--- src/hw/rtl/wtw_pkg.sv ---
// Shared types, mode and action codes for the wipe transition window block.
`timescale 1ns / 1ps
`default_nettype none

package wtw_pkg;

  localparam int COORD_BITS_DEF     = 11;
  localparam int STEP_BITS_DEF      = 6;
  localparam int DIV_BITS_PER_STAGE = 4;

  localparam logic [4:0] MODE_NONE       = 5'd0;
  localparam logic [4:0] MODE_INSTANT    = 5'd1;
  localparam logic [4:0] MODE_SNAP_ON    = 5'd2;
  localparam logic [4:0] MODE_SNAP_OFF   = 5'd3;
  localparam logic [4:0] MODE_RIGHT      = 5'd4;
  localparam logic [4:0] MODE_LEFT       = 5'd5;
  localparam logic [4:0] MODE_DOWN       = 5'd6;
  localparam logic [4:0] MODE_UP         = 5'd7;
  localparam logic [4:0] MODE_DIAG_TLBR  = 5'd8;
  localparam logic [4:0] MODE_DIAG_TRBL  = 5'd9;
  localparam logic [4:0] MODE_DIAG_BLTR  = 5'd10;
  localparam logic [4:0] MODE_DIAG_BRTL  = 5'd11;
  localparam logic [4:0] MODE_EXP_RIGHT  = 5'd12;
  localparam logic [4:0] MODE_EXP_LEFT   = 5'd13;
  localparam logic [4:0] MODE_EXP_UP     = 5'd14;
  localparam logic [4:0] MODE_EXP_DOWN   = 5'd15;
  localparam logic [4:0] MODE_CORNER_TL  = 5'd16;
  localparam logic [4:0] MODE_CORNER_TR  = 5'd17;
  localparam logic [4:0] MODE_CORNER_BL  = 5'd18;
  localparam logic [4:0] MODE_CORNER_BR  = 5'd19;
  localparam logic [4:0] MODE_IRIS_H     = 5'd20;
  localparam logic [4:0] MODE_IRIS_V     = 5'd21;
  localparam logic [4:0] MODE_IRIS_BOX   = 5'd22;
  localparam logic [4:0] MODE_SPECIAL_LO = 5'd23;
  localparam logic [4:0] MODE_SPECIAL_HI = 5'd25;

  localparam logic [1:0] ACT_NONE  = 2'd0;
  localparam logic [1:0] ACT_COPY  = 2'd1;
  localparam logic [1:0] ACT_SWAP  = 2'd2;
  localparam logic [1:0] ACT_DIRTY = 2'd3;

  typedef struct packed {
    logic       valid;
    logic [4:0] mode;
    logic       hide;
    logic       empty;
  } ctrl_t;

endpackage

`default_nettype wire

--- src/hw/rtl/wtw_front.sv ---
// Input stage: step clamp, edge lengths, snap test and the two scaling products.
`timescale 1ns / 1ps
`default_nettype none

module wtw_front #(
  parameter int COORD_BITS = 11,
  parameter int STEP_BITS  = 6
) (
  input  wire                   clk_i,
  input  wire                   rst_ni,
  input  wire                   start_i,
  input  wire  [4:0]            mode_i,
  input  wire  [STEP_BITS-1:0]  step_now_i,
  input  wire  [STEP_BITS-1:0]  step_total_i,
  input  wire                   not_last_i,
  input  wire  [COORD_BITS-1:0] area_left_i,
  input  wire  [COORD_BITS-1:0] area_top_i,
  input  wire  [COORD_BITS-1:0] area_right_i,
  input  wire  [COORD_BITS-1:0] area_bottom_i,
  output wtw_pkg::ctrl_t        ctrl_o,
  output logic [COORD_BITS-1:0] left_o,
  output logic [COORD_BITS-1:0] top_o,
  output logic [COORD_BITS-1:0] right_o,
  output logic [COORD_BITS-1:0] bottom_o,
  output logic [STEP_BITS-1:0]  den_o,
  output logic [COORD_BITS+STEP_BITS-1:0] prod_w_o,
  output logic [COORD_BITS+STEP_BITS-1:0] prod_h_o
);
  import wtw_pkg::*;

  localparam int PW = COORD_BITS + STEP_BITS;

  logic [STEP_BITS-1:0]  tot, stp, rem, num;
  logic [COORD_BITS-1:0] len_w, len_h, w, h;
  logic                  iris;
  ctrl_t                 ctrl_d, ctrl_q;
  logic [PW-1:0]         prod_w_d, prod_h_d, prod_w_q, prod_h_q;
  logic [COORD_BITS-1:0] left_q, top_q, right_q, bottom_q;
  logic [STEP_BITS-1:0]  den_q;

  always_comb begin
    tot  = (step_total_i == '0) ? {{(STEP_BITS-1){1'b0}}, 1'b1} : step_total_i;
    stp  = (step_now_i > tot) ? tot : step_now_i;
    rem  = tot - stp;
    w    = area_right_i - area_left_i;
    h    = area_bottom_i - area_top_i;
    iris = (mode_i inside {[MODE_IRIS_H:MODE_IRIS_BOX]});
    // Irises scale half the edge by the remaining steps.
    len_w = iris ? (w >> 1) : w;
    len_h = iris ? (h >> 1) : h;
    num   = iris ? rem : stp;
    prod_w_d = {{STEP_BITS{1'b0}}, len_w} * {{COORD_BITS{1'b0}}, num};
    prod_h_d = {{STEP_BITS{1'b0}}, len_h} * {{COORD_BITS{1'b0}}, num};
    ctrl_d.valid = start_i;
    ctrl_d.mode  = mode_i;
    ctrl_d.hide  = (stp != (tot >> 1)) && not_last_i;
    ctrl_d.empty = (area_right_i <= area_left_i) || (area_bottom_i <= area_top_i);
  end

  always_ff @(posedge clk_i or negedge rst_ni) begin
    if (!rst_ni) begin
      ctrl_q <= '0;
    end else begin
      ctrl_q <= ctrl_d;
    end
  end

  always_ff @(posedge clk_i) begin
    prod_w_q <= prod_w_d;
    prod_h_q <= prod_h_d;
    den_q    <= tot;
    left_q   <= area_left_i;
    top_q    <= area_top_i;
    right_q  <= area_right_i;
    bottom_q <= area_bottom_i;
  end

  assign ctrl_o   = ctrl_q;
  assign prod_w_o = prod_w_q;
  assign prod_h_o = prod_h_q;
  assign den_o    = den_q;
  assign left_o   = left_q;
  assign top_o    = top_q;
  assign right_o  = right_q;
  assign bottom_o = bottom_q;

endmodule

`default_nettype wire

--- src/hw/rtl/wtw_div_stage.sv ---
// One stage of the restoring divider: quotient bits HI_BIT down to LO_BIT for both lanes.
`timescale 1ns / 1ps
`default_nettype none

module wtw_div_stage #(
  parameter int COORD_BITS = 11,
  parameter int STEP_BITS  = 6,
  parameter int HI_BIT     = 10,
  parameter int LO_BIT     = 7
) (
  input  wire                   clk_i,
  input  wire  [STEP_BITS-1:0]  den_i,
  input  wire  [COORD_BITS+STEP_BITS-1:0] pw_i,
  input  wire  [COORD_BITS+STEP_BITS-1:0] ph_i,
  input  wire  [STEP_BITS-1:0]  rw_i,
  input  wire  [STEP_BITS-1:0]  rh_i,
  input  wire  [COORD_BITS-1:0] qw_i,
  input  wire  [COORD_BITS-1:0] qh_i,
  output logic [COORD_BITS+STEP_BITS-1:0] pw_o,
  output logic [COORD_BITS+STEP_BITS-1:0] ph_o,
  output logic [STEP_BITS-1:0]  rw_o,
  output logic [STEP_BITS-1:0]  rh_o,
  output logic [COORD_BITS-1:0] qw_o,
  output logic [COORD_BITS-1:0] qh_o
);

  logic [STEP_BITS-1:0]  rw_d, rh_d;
  logic [COORD_BITS-1:0] qw_d, qh_d;

  // The partial remainder stays below the divisor, so it fits the step width.
  always_comb begin
    logic [STEP_BITS:0] tw, th;
    rw_d = rw_i;
    rh_d = rh_i;
    qw_d = qw_i;
    qh_d = qh_i;
    for (int j = HI_BIT; j >= LO_BIT; j--) begin
      tw = {rw_d, pw_i[j]};
      th = {rh_d, ph_i[j]};
      if (tw >= {1'b0, den_i}) begin
        tw      = tw - {1'b0, den_i};
        qw_d[j] = 1'b1;
      end
      if (th >= {1'b0, den_i}) begin
        th      = th - {1'b0, den_i};
        qh_d[j] = 1'b1;
      end
      rw_d = tw[STEP_BITS-1:0];
      rh_d = th[STEP_BITS-1:0];
    end
  end

  always_ff @(posedge clk_i) begin
    pw_o <= pw_i;
    ph_o <= ph_i;
    rw_o <= rw_d;
    rh_o <= rh_d;
    qw_o <= qw_d;
    qh_o <= qh_d;
  end

endmodule

`default_nettype wire

--- src/hw/rtl/wtw_back.sv ---
// Output stage: window edges, destination corner and action code from the quotients.
`timescale 1ns / 1ps
`default_nettype none

module wtw_back #(
  parameter int COORD_BITS = 11
) (
  input  wire                   clk_i,
  input  wire                   rst_ni,
  input  wtw_pkg::ctrl_t        ctrl_i,
  input  wire  [COORD_BITS-1:0] left_i,
  input  wire  [COORD_BITS-1:0] top_i,
  input  wire  [COORD_BITS-1:0] right_i,
  input  wire  [COORD_BITS-1:0] bottom_i,
  input  wire  [COORD_BITS-1:0] sw_i,
  input  wire  [COORD_BITS-1:0] sh_i,
  output logic                  done_o,
  output logic [COORD_BITS-1:0] win_left_o,
  output logic [COORD_BITS-1:0] win_top_o,
  output logic [COORD_BITS-1:0] win_right_o,
  output logic [COORD_BITS-1:0] win_bottom_o,
  output logic [COORD_BITS-1:0] dest_left_o,
  output logic [COORD_BITS-1:0] dest_top_o,
  output logic [1:0]            action_o
);
  import wtw_pkg::*;

  logic [COORD_BITS-1:0] wl, wt, wr, wb, dl, dt;
  logic [1:0]            act;
  logic                  done_q;
  logic [COORD_BITS-1:0] wl_q, wt_q, wr_q, wb_q, dl_q, dt_q;
  logic [1:0]            act_q;

  always_comb begin
    wl = left_i;
    wt = top_i;
    wr = right_i;
    wb = bottom_i;
    dl = left_i;
    dt = top_i;
    case (ctrl_i.mode)
      MODE_SNAP_ON, MODE_SNAP_OFF: begin
        if (ctrl_i.hide) begin
          wl = '0;
          wt = '0;
          wr = '0;
          wb = '0;
        end
      end
      MODE_RIGHT: wl = right_i - sw_i;
      MODE_LEFT: begin
        wr = left_i + sw_i;
        dl = right_i - (wr - wl);
      end
      MODE_DOWN: begin
        wb = top_i + sh_i;
        dt = bottom_i - (wb - wt);
      end
      MODE_UP: wt = bottom_i - sh_i;
      MODE_DIAG_TLBR: begin
        wt = bottom_i - sh_i;
        wr = left_i + sw_i;
        dl = right_i - (wr - wl);
      end
      MODE_DIAG_TRBL: begin
        wt = bottom_i - sh_i;
        wl = right_i - sw_i;
      end
      MODE_DIAG_BLTR: begin
        wb = top_i + sh_i;
        wr = left_i + sw_i;
        dl = right_i - (wr - wl);
        dt = bottom_i - (wb - wt);
      end
      MODE_DIAG_BRTL: begin
        wb = top_i + sh_i;
        wl = right_i - sw_i;
        dt = bottom_i - (wb - wt);
      end
      MODE_EXP_RIGHT: wr = left_i + sw_i;
      MODE_EXP_LEFT: begin
        wl = right_i - sw_i;
        dl = wl;
      end
      MODE_EXP_UP: begin
        wt = bottom_i - sh_i;
        dt = wt;
      end
      MODE_EXP_DOWN: wb = top_i + sh_i;
      MODE_CORNER_TL: begin
        wt = bottom_i - sh_i;
        dt = wt;
        wr = left_i + sw_i;
      end
      MODE_CORNER_TR: begin
        wt = bottom_i - sh_i;
        wl = right_i - sw_i;
        dl = wl;
        dt = wt;
      end
      MODE_CORNER_BL: begin
        wb = top_i + sh_i;
        wr = left_i + sw_i;
      end
      MODE_CORNER_BR: begin
        wb = top_i + sh_i;
        wl = right_i - sw_i;
        dl = wl;
      end
      MODE_IRIS_H: begin
        wl = left_i + sw_i;
        wr = right_i - sw_i;
        dl = wl;
      end
      MODE_IRIS_V: begin
        wt = top_i + sh_i;
        wb = bottom_i - sh_i;
        dt = wt;
      end
      MODE_IRIS_BOX: begin
        wt = top_i + sh_i;
        wb = bottom_i - sh_i;
        wl = left_i + sw_i;
        wr = right_i - sw_i;
        dl = wl;
        dt = wt;
      end
      default: begin
      end
    endcase

    act = ACT_NONE;
    if (wr > wl && wb > wt) begin
      if (ctrl_i.mode inside {[MODE_SPECIAL_LO:MODE_SPECIAL_HI]}) begin
        act = ACT_SWAP;
      end else if (ctrl_i.mode >= MODE_RIGHT) begin
        act = ACT_COPY;
      end else begin
        act = ACT_DIRTY;
      end
    end

    // A degenerate bounding rectangle clears the whole result.
    if (ctrl_i.empty) begin
      wl  = '0;
      wt  = '0;
      wr  = '0;
      wb  = '0;
      dl  = '0;
      dt  = '0;
      act = ACT_NONE;
    end
  end

  always_ff @(posedge clk_i or negedge rst_ni) begin
    if (!rst_ni) begin
      done_q <= 1'b0;
    end else begin
      done_q <= ctrl_i.valid;
    end
  end

  always_ff @(posedge clk_i) begin
    wl_q  <= wl;
    wt_q  <= wt;
    wr_q  <= wr;
    wb_q  <= wb;
    dl_q  <= dl;
    dt_q  <= dt;
    act_q <= act;
  end

  assign done_o       = done_q;
  assign win_left_o   = wl_q;
  assign win_top_o    = wt_q;
  assign win_right_o  = wr_q;
  assign win_bottom_o = wb_q;
  assign dest_left_o  = dl_q;
  assign dest_top_o   = dt_q;
  assign action_o     = act_q;

  a_empty_clears : assert property (@(posedge clk_i) disable iff (!rst_ni)
    ctrl_i.valid && ctrl_i.empty |=>
      done_o && action_o == ACT_NONE && win_right_o == '0 && dest_left_o == '0)
    else $error("empty bounding rectangle did not clear the result");

endmodule

`default_nettype wire

--- src/hw/rtl/wipe_transition_window.sv ---
// Top level of the wipe transition window block: front stage, divider pipeline, output stage.
`timescale 1ns / 1ps
`default_nettype none

// The block takes one request in every cycle and busy_o is never raised. Each request gives
// exactly one result on done_o, in request order, after passing the front stage register,
// the divider stage registers and the output stage register. The restoring divider by
// step_total resolves up to four quotient bits per pipeline stage; the stages before and
// after it hold the products and the final edge selection. Results are shown for one cycle
// and must be taken then.
module wipe_transition_window #(
  parameter int COORD_BITS = wtw_pkg::COORD_BITS_DEF,
  parameter int STEP_BITS  = wtw_pkg::STEP_BITS_DEF
) (
  input  wire                   clk_i,
  input  wire                   rst_ni,
  input  wire                   start_i,
  output logic                  busy_o,
  input  wire  [4:0]            mode_i,
  input  wire  [STEP_BITS-1:0]  step_now_i,
  input  wire  [STEP_BITS-1:0]  step_total_i,
  input  wire                   not_last_i,
  input  wire  [COORD_BITS-1:0] area_left_i,
  input  wire  [COORD_BITS-1:0] area_top_i,
  input  wire  [COORD_BITS-1:0] area_right_i,
  input  wire  [COORD_BITS-1:0] area_bottom_i,
  output logic                  done_o,
  output logic [COORD_BITS-1:0] win_left_o,
  output logic [COORD_BITS-1:0] win_top_o,
  output logic [COORD_BITS-1:0] win_right_o,
  output logic [COORD_BITS-1:0] win_bottom_o,
  output logic [COORD_BITS-1:0] dest_left_o,
  output logic [COORD_BITS-1:0] dest_top_o,
  output logic [1:0]            action_o
);
  import wtw_pkg::*;

  localparam int PW        = COORD_BITS + STEP_BITS;
  localparam int DivStages = (COORD_BITS + DIV_BITS_PER_STAGE - 1) / DIV_BITS_PER_STAGE;
  localparam int Latency   = DivStages + 2;

  ctrl_t                 ctrl_a   [DivStages+1];
  logic [COORD_BITS-1:0] left_a   [DivStages+1];
  logic [COORD_BITS-1:0] top_a    [DivStages+1];
  logic [COORD_BITS-1:0] right_a  [DivStages+1];
  logic [COORD_BITS-1:0] bottom_a [DivStages+1];
  logic [STEP_BITS-1:0]  den_a    [DivStages+1];
  logic [PW-1:0]         pw_a     [DivStages+1];
  logic [PW-1:0]         ph_a     [DivStages+1];
  logic [STEP_BITS-1:0]  rw_a     [DivStages+1];
  logic [STEP_BITS-1:0]  rh_a     [DivStages+1];
  logic [COORD_BITS-1:0] qw_a     [DivStages+1];
  logic [COORD_BITS-1:0] qh_a     [DivStages+1];

  assign busy_o = 1'b0;

  wtw_front #(
    .COORD_BITS(COORD_BITS),
    .STEP_BITS (STEP_BITS)
  ) u_front (
    .clk_i        (clk_i),
    .rst_ni       (rst_ni),
    .start_i      (start_i),
    .mode_i       (mode_i),
    .step_now_i   (step_now_i),
    .step_total_i (step_total_i),
    .not_last_i   (not_last_i),
    .area_left_i  (area_left_i),
    .area_top_i   (area_top_i),
    .area_right_i (area_right_i),
    .area_bottom_i(area_bottom_i),
    .ctrl_o       (ctrl_a[0]),
    .left_o       (left_a[0]),
    .top_o        (top_a[0]),
    .right_o      (right_a[0]),
    .bottom_o     (bottom_a[0]),
    .den_o        (den_a[0]),
    .prod_w_o     (pw_a[0]),
    .prod_h_o     (ph_a[0])
  );

  // The product is below den * 2^COORD_BITS, so its top bits seed the remainder.
  assign rw_a[0] = pw_a[0][PW-1:COORD_BITS];
  assign rh_a[0] = ph_a[0][PW-1:COORD_BITS];
  assign qw_a[0] = '0;
  assign qh_a[0] = '0;

  for (genvar s = 0; s < DivStages; s++) begin : g_div
    localparam int HiBit = COORD_BITS - 1 - s * DIV_BITS_PER_STAGE;
    localparam int LoBit = (HiBit >= DIV_BITS_PER_STAGE - 1) ?
                           HiBit - DIV_BITS_PER_STAGE + 1 : 0;

    wtw_div_stage #(
      .COORD_BITS(COORD_BITS),
      .STEP_BITS (STEP_BITS),
      .HI_BIT    (HiBit),
      .LO_BIT    (LoBit)
    ) u_stage (
      .clk_i(clk_i),
      .den_i(den_a[s]),
      .pw_i (pw_a[s]),
      .ph_i (ph_a[s]),
      .rw_i (rw_a[s]),
      .rh_i (rh_a[s]),
      .qw_i (qw_a[s]),
      .qh_i (qh_a[s]),
      .pw_o (pw_a[s+1]),
      .ph_o (ph_a[s+1]),
      .rw_o (rw_a[s+1]),
      .rh_o (rh_a[s+1]),
      .qw_o (qw_a[s+1]),
      .qh_o (qh_a[s+1])
    );

    // Side data rides alongside the divider so it meets its quotient at the end.
    always_ff @(posedge clk_i or negedge rst_ni) begin
      if (!rst_ni) begin
        ctrl_a[s+1] <= '0;
      end else begin
        ctrl_a[s+1] <= ctrl_a[s];
      end
    end

    always_ff @(posedge clk_i) begin
      left_a[s+1]   <= left_a[s];
      top_a[s+1]    <= top_a[s];
      right_a[s+1]  <= right_a[s];
      bottom_a[s+1] <= bottom_a[s];
      den_a[s+1]    <= den_a[s];
    end
  end

  wtw_back #(
    .COORD_BITS(COORD_BITS)
  ) u_back (
    .clk_i       (clk_i),
    .rst_ni      (rst_ni),
    .ctrl_i      (ctrl_a[DivStages]),
    .left_i      (left_a[DivStages]),
    .top_i       (top_a[DivStages]),
    .right_i     (right_a[DivStages]),
    .bottom_i    (bottom_a[DivStages]),
    .sw_i        (qw_a[DivStages]),
    .sh_i        (qh_a[DivStages]),
    .done_o      (done_o),
    .win_left_o  (win_left_o),
    .win_top_o   (win_top_o),
    .win_right_o (win_right_o),
    .win_bottom_o(win_bottom_o),
    .dest_left_o (dest_left_o),
    .dest_top_o  (dest_top_o),
    .action_o    (action_o)
  );

  a_done_has_start : assert property (@(posedge clk_i) disable iff (!rst_ni)
    done_o |-> $past(start_i, Latency))
    else $error("result beat without a matching request");

  a_copy_nonempty : assert property (@(posedge clk_i) disable iff (!rst_ni)
    done_o && action_o != ACT_NONE |->
      win_right_o > win_left_o && win_bottom_o > win_top_o)
    else $error("copy action on an empty window");

  a_den_nonzero : assert property (@(posedge clk_i) disable iff (!rst_ni)
    ctrl_a[0].valid |-> den_a[0] != '0)
    else $error("divider entered with a zero step count");

endmodule

`default_nettype wire
--- config.mk ---
export PLATFORM = sky130hd
export DESIGN_NAME = wipe_transition_window
export DESIGN_NICKNAME = d
export VERILOG_FILES = /design/src/hw/rtl/wtw_pkg.sv /design/src/hw/rtl/wtw_front.sv /design/src/hw/rtl/wtw_div_stage.sv /design/src/hw/rtl/wtw_back.sv /design/src/hw/rtl/wipe_transition_window.sv
export SDC_FILE = /design/constraint.sdc
export NUM_CORES = 1
export LEC_CHECK = 0
export ABC_AREA = 0
export BUFFER_PORTS_ARGS = -buffer_cell sky130_fd_sc_hd__buf_2
export CAP_MARGIN = 20
export CORE_MARGIN = 8
export CORE_UTILIZATION = 25
export DETAILED_ROUTE_END_ITERATION = 8
export GPL_TIMING_DRIVEN = 1
export PLACE_DENSITY_LB_ADDON = 0.08
export SETUP_SLACK_MARGIN = 0.15
export SYNTH_ARGS = -nofsm -noshare
export SYNTH_HDL_FRONTEND = slang
export SYNTH_SLANG_ARGS = --single-unit
export TNS_END_PERCENT = 10
--- constraint.sdc ---
create_clock -name clk_i -period 18.8 [get_ports clk_i]
set_input_delay 2.82 -clock clk_i [delete_from_list [all_inputs] [get_ports clk_i]]
set_output_delay 2.82 -clock clk_i [all_outputs]
set_load 0.01 [all_outputs]
; ---- Word level (Yosys, flattened, before mapping)
; Cells that the tools add are included.
[totals]
register_bits = 419
output_inout_bits = 70
[op_classes]
n_addsub = 31
n_mul = 2
n_lt_le_gt_ge = 32
eq_ne = 22
mux = 45
bitwise = 1
n_reduce_logical = 19
[op_table]
columns = op, count
row1 = one-hot mux 11 bit (3 select lines), 6
row2 = >= comparator 7 x 6 -> 1 bit, 22
row3 = two-way mux 6 bit, 23
row4 = subtractor 6 bit, 21
row5 = subtractor 11 bit, 8
row6 = two-way mux 11 bit, 6
row7 = == test 5 x 4 -> 1 bit (second input constant), 8
row8 = == test 5 bit (second input constant), 7
row9 = multiplier 11 x 6 -> 17 bit, 2
row10 = OR reduction 6 bit, 4
row11 = adder 11 bit, 2
row12 = > comparator 11 bit, 2
row13 = less-or-equal comparator 11 bit, 2
row14 = == test 5 x 3 -> 1 bit (second input constant), 4
row15 = OR reduction 3 bit, 5
row16 = == test 5 x 2 -> 1 bit (second input constant), 2
row17 = >= comparator 5 bit (second input constant), 2
row18 = less-or-equal comparator 5 bit (second input constant), 2
row19 = two-way mux 1 bit, 8
row20 = OR reduction 2 bit, 4
row21 = > comparator 6 bit, 1
row22 = zero test 6 bit, 1
row23 = inequality test 6 x 5 -> 1 bit, 1
row24 = >= comparator 5 x 3 -> 1 bit (second input constant), 1
row25 = other kinds (4), 8

; ---- Longest topological paths before layout
; Gate-level depths: netlist of the first run.
[depth]
word_depth = 8
mapped_depth = 34
mapped_depth_nobuf = 34

; ---- By module
; Synthesis of the first run repeated with hierarchy kept, for this count alone.
[hier_totals]
hier_cells = 2996
hier_area_um2 = 29572.1
[by_module_without_submodules]
columns = mod, n_inst, cells_each, area_per_inst_um2, seq_area_each_um2
row1 = wtw_front, 1, 872, 7865.0, 1881.8
row2 = wtw_back, 1, 826, 6825.3, 1386.3
row3 = wtw_div_stage at g_div[0].u_stage, 1, 411, 3995.1, 1361.3
row4 = wtw_div_stage at g_div[1].u_stage, 1, 397, 3990.1, 1361.3
row5 = wipe_transition_window, 1, 170, 3494.6, 3483.3
row6 = wtw_div_stage at g_div[2].u_stage, 1, 320, 3402.0, 1361.3

; ---- Least setup slack after synthesis of the first run
; Ideal clock, no wire load.
[synth_path]
path_kind = input to register
from = input port step_total_i[1]
to = register u_front.prod_h_q[13], in the netlist u_front.prod_h_o[13]
arrival_time_ns = 9.304
required_ns = 18.728
setup_slack_ns = 9.424
stages = 32
cell_sequence = nor3_1 a31o_2 ha_1 nor2b_1 o21ai_0 a21oi_1 o31ai_1 buf_2 mux2i_1 ha_1 nor2b_1 o21ai_0 a21boi_0 o21ai_0 and3_1 o21ai_0 xnor2_1 clkbuf_1 or2_2 fa_1 fa_1 fa_1 inv_1 ha_1 a21o_1 a21oi_1 nor2b_1 o211ai_1 nand2_1 a41oi_1 nor2b_1 xnor2_1
[synth_between]
elab_chain_len = 7
[synth_lines]
columns = item, line
row1 = start: declaration, wipe_transition_window.sv:21  ; input wire [STEP_BITS-1:0] step_total_i,
row2 = zero test 6 bit (*), wtw_front.sv:42  ; tot = (step_total_i == '0) ? {{(STEP_BITS-1){1'b0}}, 1'b1} : step_total_i;
row3 = two-way mux 6 bit (*), wtw_front.sv:42
row4 = via u_front.tot[0], wtw_front.sv:33  ; logic [STEP_BITS-1:0] tot, stp, rem, num;
row5 = > comparator 6 bit, wtw_front.sv:43  ; stp = (step_now_i > tot) ? tot : step_now_i;
row6 = two-way mux 6 bit, wtw_front.sv:43
row7 = subtractor 6 bit, wtw_front.sv:44  ; rem = tot - stp;
row8 = two-way mux 6 bit (*), wtw_front.sv:51  ; num = iris ? rem : stp;
row9 = multiplier 11 x 6 -> 17 bit (*), wtw_front.sv:53  ; prod_h_d = {{STEP_BITS{1'b0}}, len_h} * {{COORD_BITS{1'b0}}, num};
row10 = via u_front.prod_h_d[13], wtw_front.sv:37  ; logic [PW-1:0] prod_w_d, prod_h_d, prod_w_q, prod_h_q;
row11 = end signal: assignment, wtw_front.sv:70  ; prod_h_q <= prod_h_d;
row12 = end: declaration, wtw_front.sv:37
; Mark *: on every way through the listed nets, which the timed path passes. The rest lies on a longest branch.
; A chain may end at the register's enable or synchronous reset.

; ---- Worst setup path after layout of the first run
[layout_path]
from = input port step_total_i[1]
to = register u_front.prod_h_q[16], in the netlist u_front.prod_h_o[16]
; Same word-level chain as after synthesis.

==> impl_results.md, run 1 <==
* Worst skew pair latency at 600 ps
* Site Rows at 118
* Post-synthesis compound-gate area fraction at between 15 and 20%
* Largest net degree at the start of global routing at 68
* Status: complete, no violations
* Critical Path Slowest Stage Cell: o31ai_2
* Worst-Margin Slew at between 1000 and 1500 ps
* Drt via density at about 4.5
* Final Wtd Congestion at 0.805
* Crit start category: input pin
* PortBufs at 133
* Max Cap Viol at 0
* Worst Setup SP: step_total_i[1]
* Hold WC Path Type: register to register
* GRT Resource Usage Total at about 14%
* H-tree level count at 2
* Synthesized Nets at 3214
* Antenna-violating nets left at 0
* DIE WIDTH at between 300 and 400 µm
* Post-CTS setup buffers at 0
* Prevailing post-synth register cell: dfxtp_1
* Worst clock skew at 13.8 ps
* Final count of pins violating max slew at 0
* Hold Path Origin: u_front.prod_h_o[3]
* CTS tree: yes
* Crit Path Class: input pin to register
* Setup violators final at 0
* Ports at ~140
* Clock Tree Buf Depth at 3
* EDFF count, synth at 0
* Commonest non-fill, non-tap cells in the layout: 386 x dfxtp_1, 299 x ha_1, 276 x inv_1
* Synth Area in Adders at approximately a quarter
* Total Die Area at 114000 µm²
* FFs w/ async S/R, synth at just under 8%
* Worst Path Required at 19310 ps
* Fmax at about 100 MHz
* Fin nets at 3364
* Setup TNS Final at 0 ps
* Worst EP arrival at between 10000 and 15000 ps
* Post-Route WL at around 78 mm
* Post-synthesis xor/xnor area fraction at between 5 and 6%
* Largest family of logic cells by synthesized area: adder cells
* Drc violations at 0
* Syn avg cell area at between 9 and 10 µm²
* Vias in the first global route at roughly 21000
* Effective utilization at floorplan at between 20% and 30%
* Die height at about 340 µm
* PostCTS Resize Cnt at 0
* Mux contribution to synthesized area at between 3 and 4%
* Simple-Gate Fraction of Synth Area at 13.5%
* Mapped Area at approximately 26000 µm²
* CP most frequent cell: o21ai_0
* Clock root buffer: clkbuf_16
* RR Startpoint: u_front.den_o[2]
* Total CTS buffers at a little under 50
* Synthesized instance count at 2729
* CP bufs+invs at 4
* Clock slew at reported path FFs at approximately 70 ps
* Area Growth Syn to Fin at 15.9%
* Drt pass-1 iters at 6
* DR iter-0 viols at between 1000 and 1500
* Wire per inst at approximately 18 µm
* CP Max Fanout at 20
* Clock sinks at roughly 420
* Vias at ~20000
* Period minus WS final at between 9000 and 10000 ps
* Hold_buf cts at 0
* Distinct cells, synth at between 80 and 90
* Core Util, Final at roughly 29%
* RSZ-0062 raised after global routing: no
* Seq cells post-synth at 419
* Delay-heaviest family, CP: compound AO/OA/AOI/OAI gates
* Register-to-Register Setup Slack at slightly above 9000 ps
* Core area at 103000 µm²
* Final Hold Fails at 0
* Final worst-path cycle share at a little over half
* Element type at the critical path end: register
* Yosys warns at 0
* Sequential area share after synthesis at approximately a third
* Crit path largest cell delay at roughly 800 ps
* Slew headroom at between 20% and 30%
* Grt total ovfl at 0
* Most common cell after layout, fill and taps aside: dfxtp_1
* First-pass GRT wire length at 121 mm
* Layout cells sized above 1 at 12.4%
* Initial antenna violation count at 9
* HPWL Detailed at approximately 64 mm
## final timing paths
check,to,depth (start not counted)
setup / recovery,u_front.prod_h_o[16],32
hold / removal,g_div[0].u_stage.ph_o[3],0
setup reg to reg,g_div[0].u_stage.rw_o[1],31
hold reg to reg,g_div[0].u_stage.ph_o[3],0
max in group asynchronous,ctrl_a[0],1
min in group asynchronous,ctrl_a[18],1
## area by class of cell
class	count	area, µm²
Fill cell	10900	73100
Clock inverter	32	432
Tap cell	1380	1730
Sequential cell	419	8550
Antenna cell	4	10.0
Clock buffer	58	1310
Inverter	277	1040
Multi-Input combinational cell	1976	16000
Timing Repair Buffer	156	838
## worst reg2reg max path: cells and delay by family, from the launching register on
| kind | cells | cell delay, ps |
|---|---|---|
| AO/OA/AOI/OAI | 14 | 4260 |
| adder cells (fa/ha/maj) | 4 | 1410 |
| buffers and inverters | 3 | 690 |
| flip-flops | 1 | 540 |
| multiplexers | 1 | 440 |
| AND/OR/NAND/NOR | 9 | 1940 |
## state kept, by name, summed over array words and instances, names as in the netlist, 23 cells and up
register / flops
bottom_a: 33
left_a: 33
right_a: 33
top_a: 33
ctrl_a: 24
g_div.u_stage.qh_o: 23
g_div.u_stage.qw_o: 23
## Yosys cell counts (33+ instances only)
cell,n,area share [%]
a21oi_1,154,3.0
ha_1,299,14
dfxtp_1,386,30
nand2b_1,37,0.90
nor2_1,251,3.6
nand2_1,150,2.2
nand3_1,39,0.76
a21o_1,50,1.5
dfrtp_1,33,3.2
o21ai_0,114,2.2
xnor2_1,99,3.4
fa_1,121,9.4
nor3_1,59,1.1
inv_1,276,4.0
mux2_2,44,1.9
xor2_1,65,2.2
nor2b_1,73,1.8
clkbuf_1,51,0.74
## layer usage
layer	global-route usage [%]	up-vias	part of all wire, %
li1	-	9796	-
met1	18.3	9266	48
met2	22.3	386	45
met3	2.10	119	4.0
met4	4.23	2	3.0
met5	0	-	0.023
## through the flow
stage / cells / hold slack [ps] / area, µm² / setup WS, ps
after global placement: 4208 / 310 / 28200 / 8410
after floorplan: 2729 / 310 / 25800 / 9420
after global routing: 4299 / 319 / 29900 / 8150
final: 4302 / 314 / 29900 / 8920
after detailed placement: 4208 / 312 / 28200 / 8360
after CTS: 4298 / 313 / 29900 / 8940
## logic make-up (layout without fill, tap and decap cells)
group                    count (synthesis)  in the layout
AND/OR/NAND/NOR                        727            727
adder cells (fa/ha/maj)                420            420
flip-flops                             419            419
multiplexers                            77             77
AO/OA/AOI/OAI                          586            586
buffers and inverters                  334            523
other                                    1              5
XOR/XNOR                               165            165
Power of run 1 is not shown: default switching activity piles up to over one toggle a cycle in this logic, so the estimate is an artifact.
==> run 2, diff against run 1 <==
clock period = 10 ns   (was 18.8 ns; I/O delays follow)
==> run 2 against run 1 <==
First-iteration DRC count grew 11%. Routed wire length grew 0.46%. Non-clock buffer count grew 13. Sequential cell count is the same. Utilization is essentially flat. Hold slack gained 3.4 ps. Critical path type is now register to register.
==> impl_results.md, run 2 (same netlist as run 1, synthesis figures left out) <==
* Status: complete, no violations
* Setup violators final at 0 (unchanged)
* Busiest layer in global routing: met2
* CTS tree: yes
* Finished Layout Cells at 4319 (+0.40%)
* Final count of pins violating max slew at 0 (unchanged)
* Worst-Margin Slew at 1050 ps (-50.0 ps)
* Met2 usage in global routing at 22.9% (+0.64 points)
* Initial antenna violation count at 5 (-4)
* Element type at the critical path end: register
* PortBufs at 133 (unchanged)
* GRT Resource Usage Total at 13.6% (about the same)
* Grt total ovfl at 0 (unchanged)
* Slew headroom at 28.1% (+2.3 points)
* Worst skew pair latency at 600 ps (about the same)
* Crit start category: register
* Drc violations at 0 (unchanged)
* Critical Path Slowest Stage Cell: o311ai_0
* Post-Route WL at 78.1 mm (+0.46%)
* Placed cells at 4220 (+0.29%)
* Clock root buffer: clkbuf_16
* Number of cells on the critical path at 33 (+3.1%)
* Worst Hold Slack at 317 ps (+3.43 ps)
* Vias in the first global route at 20400 (-0.49%)
* Worst EP arrival at 8980 ps (-1420 ps)
* Most common cell after layout, fill and taps aside: dfxtp_1
* Final worst-path cycle share at a little over four fifths
* CP bufs+invs at 3 (-1)
* Commonest non-fill, non-tap cells in the layout: 386 x dfxtp_1, 299 x ha_1, 276 x inv_1
* DIE WIDTH at 337 µm (unchanged)
* Ports at 135 (unchanged)
* Drt pass-1 iters at 9 (+3)
* RR Startpoint: den_a[13]
* First-pass GRT wire length at 121 mm (+0.59%)
* Wire per inst at 18.1 µm (about the same)
* Worst clock skew at 11.4 ps (-2.39 ps)
* Largest net degree at the start of global routing at 68 (unchanged)
* Delay-heaviest family, CP: compound AO/OA/AOI/OAI gates
* Max Cap Viol at 0 (unchanged)
* CP Max Fanout at 14 (-30%)
* Post-CTS setup buffers at 0 (unchanged)
* Total Die Area at 114000 µm² (unchanged)
* Register-to-Register Setup Slack at 1500 ps (-7790 ps)
* RSZ-0062 raised after global routing: no
* Site Rows at 118 (unchanged)
* Fmax at between 100 and 150 MHz
* Vias at 19600 (+0.24%)
* Clock Tree Buf Depth at 3 (unchanged)
* Antenna-violating nets left at 0 (unchanged)
* Fin nets at 3378 (+0.42%)
* Hold WC Path Type: register to register
* Period minus WS final at 8500 ps
* PostCTS Resize Cnt at 0 (unchanged)
* Effective utilization at floorplan at 25.1% (unchanged)
* Area Growth Syn to Fin at 16.1%
* Worst Path Required at 10480 ps (-8830 ps)
* Setup TNS Final at 0 ps (unchanged)
* Final Hold Fails at 0 (unchanged)
* Met1 Track Usage GR at 18.3% (+0.031 points)
* Clock slew at reported path FFs at 60 ps (about the same)
* Filler cell count at 10900 (-0.27%)
* Final Wtd Congestion at 0.820 (+1.8%)
* Total CTS buffers at 50 (+2.0%)
* Drt via density at 4.54 (-0.15%)
* Hold_buf cts at 0 (unchanged)
* Crit path largest cell delay at 760 ps (-30 ps)
* Worst Setup SP: den_a[13]
* Die height at 337 µm (unchanged)
* H-tree level count at 2 (unchanged)
* Layout cells sized above 1 at 12.8% (+0.34 points)
* Clock sinks at 419 (unchanged)
* RR Endpoint: g_div[1].u_stage.rw_o[2]
* Critical Path End: g_div[1].u_stage.rw_o[2]
* CP most frequent cell: ha_1
* Worst reg2reg path depth at 33 (+6.5%)
* Crit Path Class: register to register
* HPWL Detailed at 63.9 mm (+0.45%)
* Core area at 103000 µm² (unchanged)
* Global routing usage on met3 at 1.94% (-0.17 points)
* DR iter-0 viols at 1212 (+11%)
==> run 2: cell types whose count changed in the layout (fill, tap and decap cells not counted), sizes merged <==
cell      previous run  this run
buf                156       168
bufinv               8         4
clkbuf              58        67
clkinv              13        14
clkinvlp             5         4
diode                4         5
inv                283       282
==> run 2: per-layer routing <==
| metal | wire, µm | part of all wire (%) |
|---|---|---|
| met5 | 0 | 0 |
| met3 | 3110 | 4.0 |
| met4 | 1530 | 2.0 |
| met1 | 37400 | 48 |
| met2 | 36100 | 46 |
==> run 2: cell type report <==
class | instances | area [µm²] | area share, %
timing repair buffer | 169 | 933 | 3.11
antenna | 5 | 12.5 | 0.0417
sequential | 419 | 8550 | 28.5
clock buffer | 66 | 1390 | 4.64
multi-input combinational | 1976 | 16000 | 53.5
clock inverter | 27 | 298 | 0.993
inverter | 277 | 1040 | 3.47
tap | 1380 | 1730 | 5.76
==> run 2: through the flow <==
stage / utilization [%] / area [µm²] / setup WS, ps
3_3_place_gp: 27.4 / 28300 / 1400
4_1_cts: 29.1 / 30000 / 1410
2_1_floorplan: - / 25800 / 1940
5_1_grt: 29.1 / 30000 / 702
6_report: 29.1 / 30000 / 1500
3_5_place_dp: 27.4 / 28300 / 1280
==> run 2: worst register-to-register path: cells and delay by family, from the launching register on <==
kind	cells	cell delay (ps)
buffers and inverters	3	370
AND/OR/NAND/NOR	11	2110
multiplexers	3	1140
AO/OA/AOI/OAI	12	3100
flip-flops	1	490
adder cells (fa/ha/maj)	4	1180
==> run 2: worst min path at each step <==
stage	start	depth (start not counted)	endpoint
after detailed placement	g_div[0].u_stage.ph_o[2]	0	g_div[1].u_stage.ph_o[2]
after floorplan	bottom_a[11]	0	bottom_a[0]
after global placement	u_front.left_o[0]	0	left_a[22]
after global routing	u_front.right_o[2]	0	right_a[24]
after CTS	u_front.right_o[2]	0	right_a[24]
final	u_front.right_o[2]	0	right_a[24]
Power of run 2 is left out for the same reason.
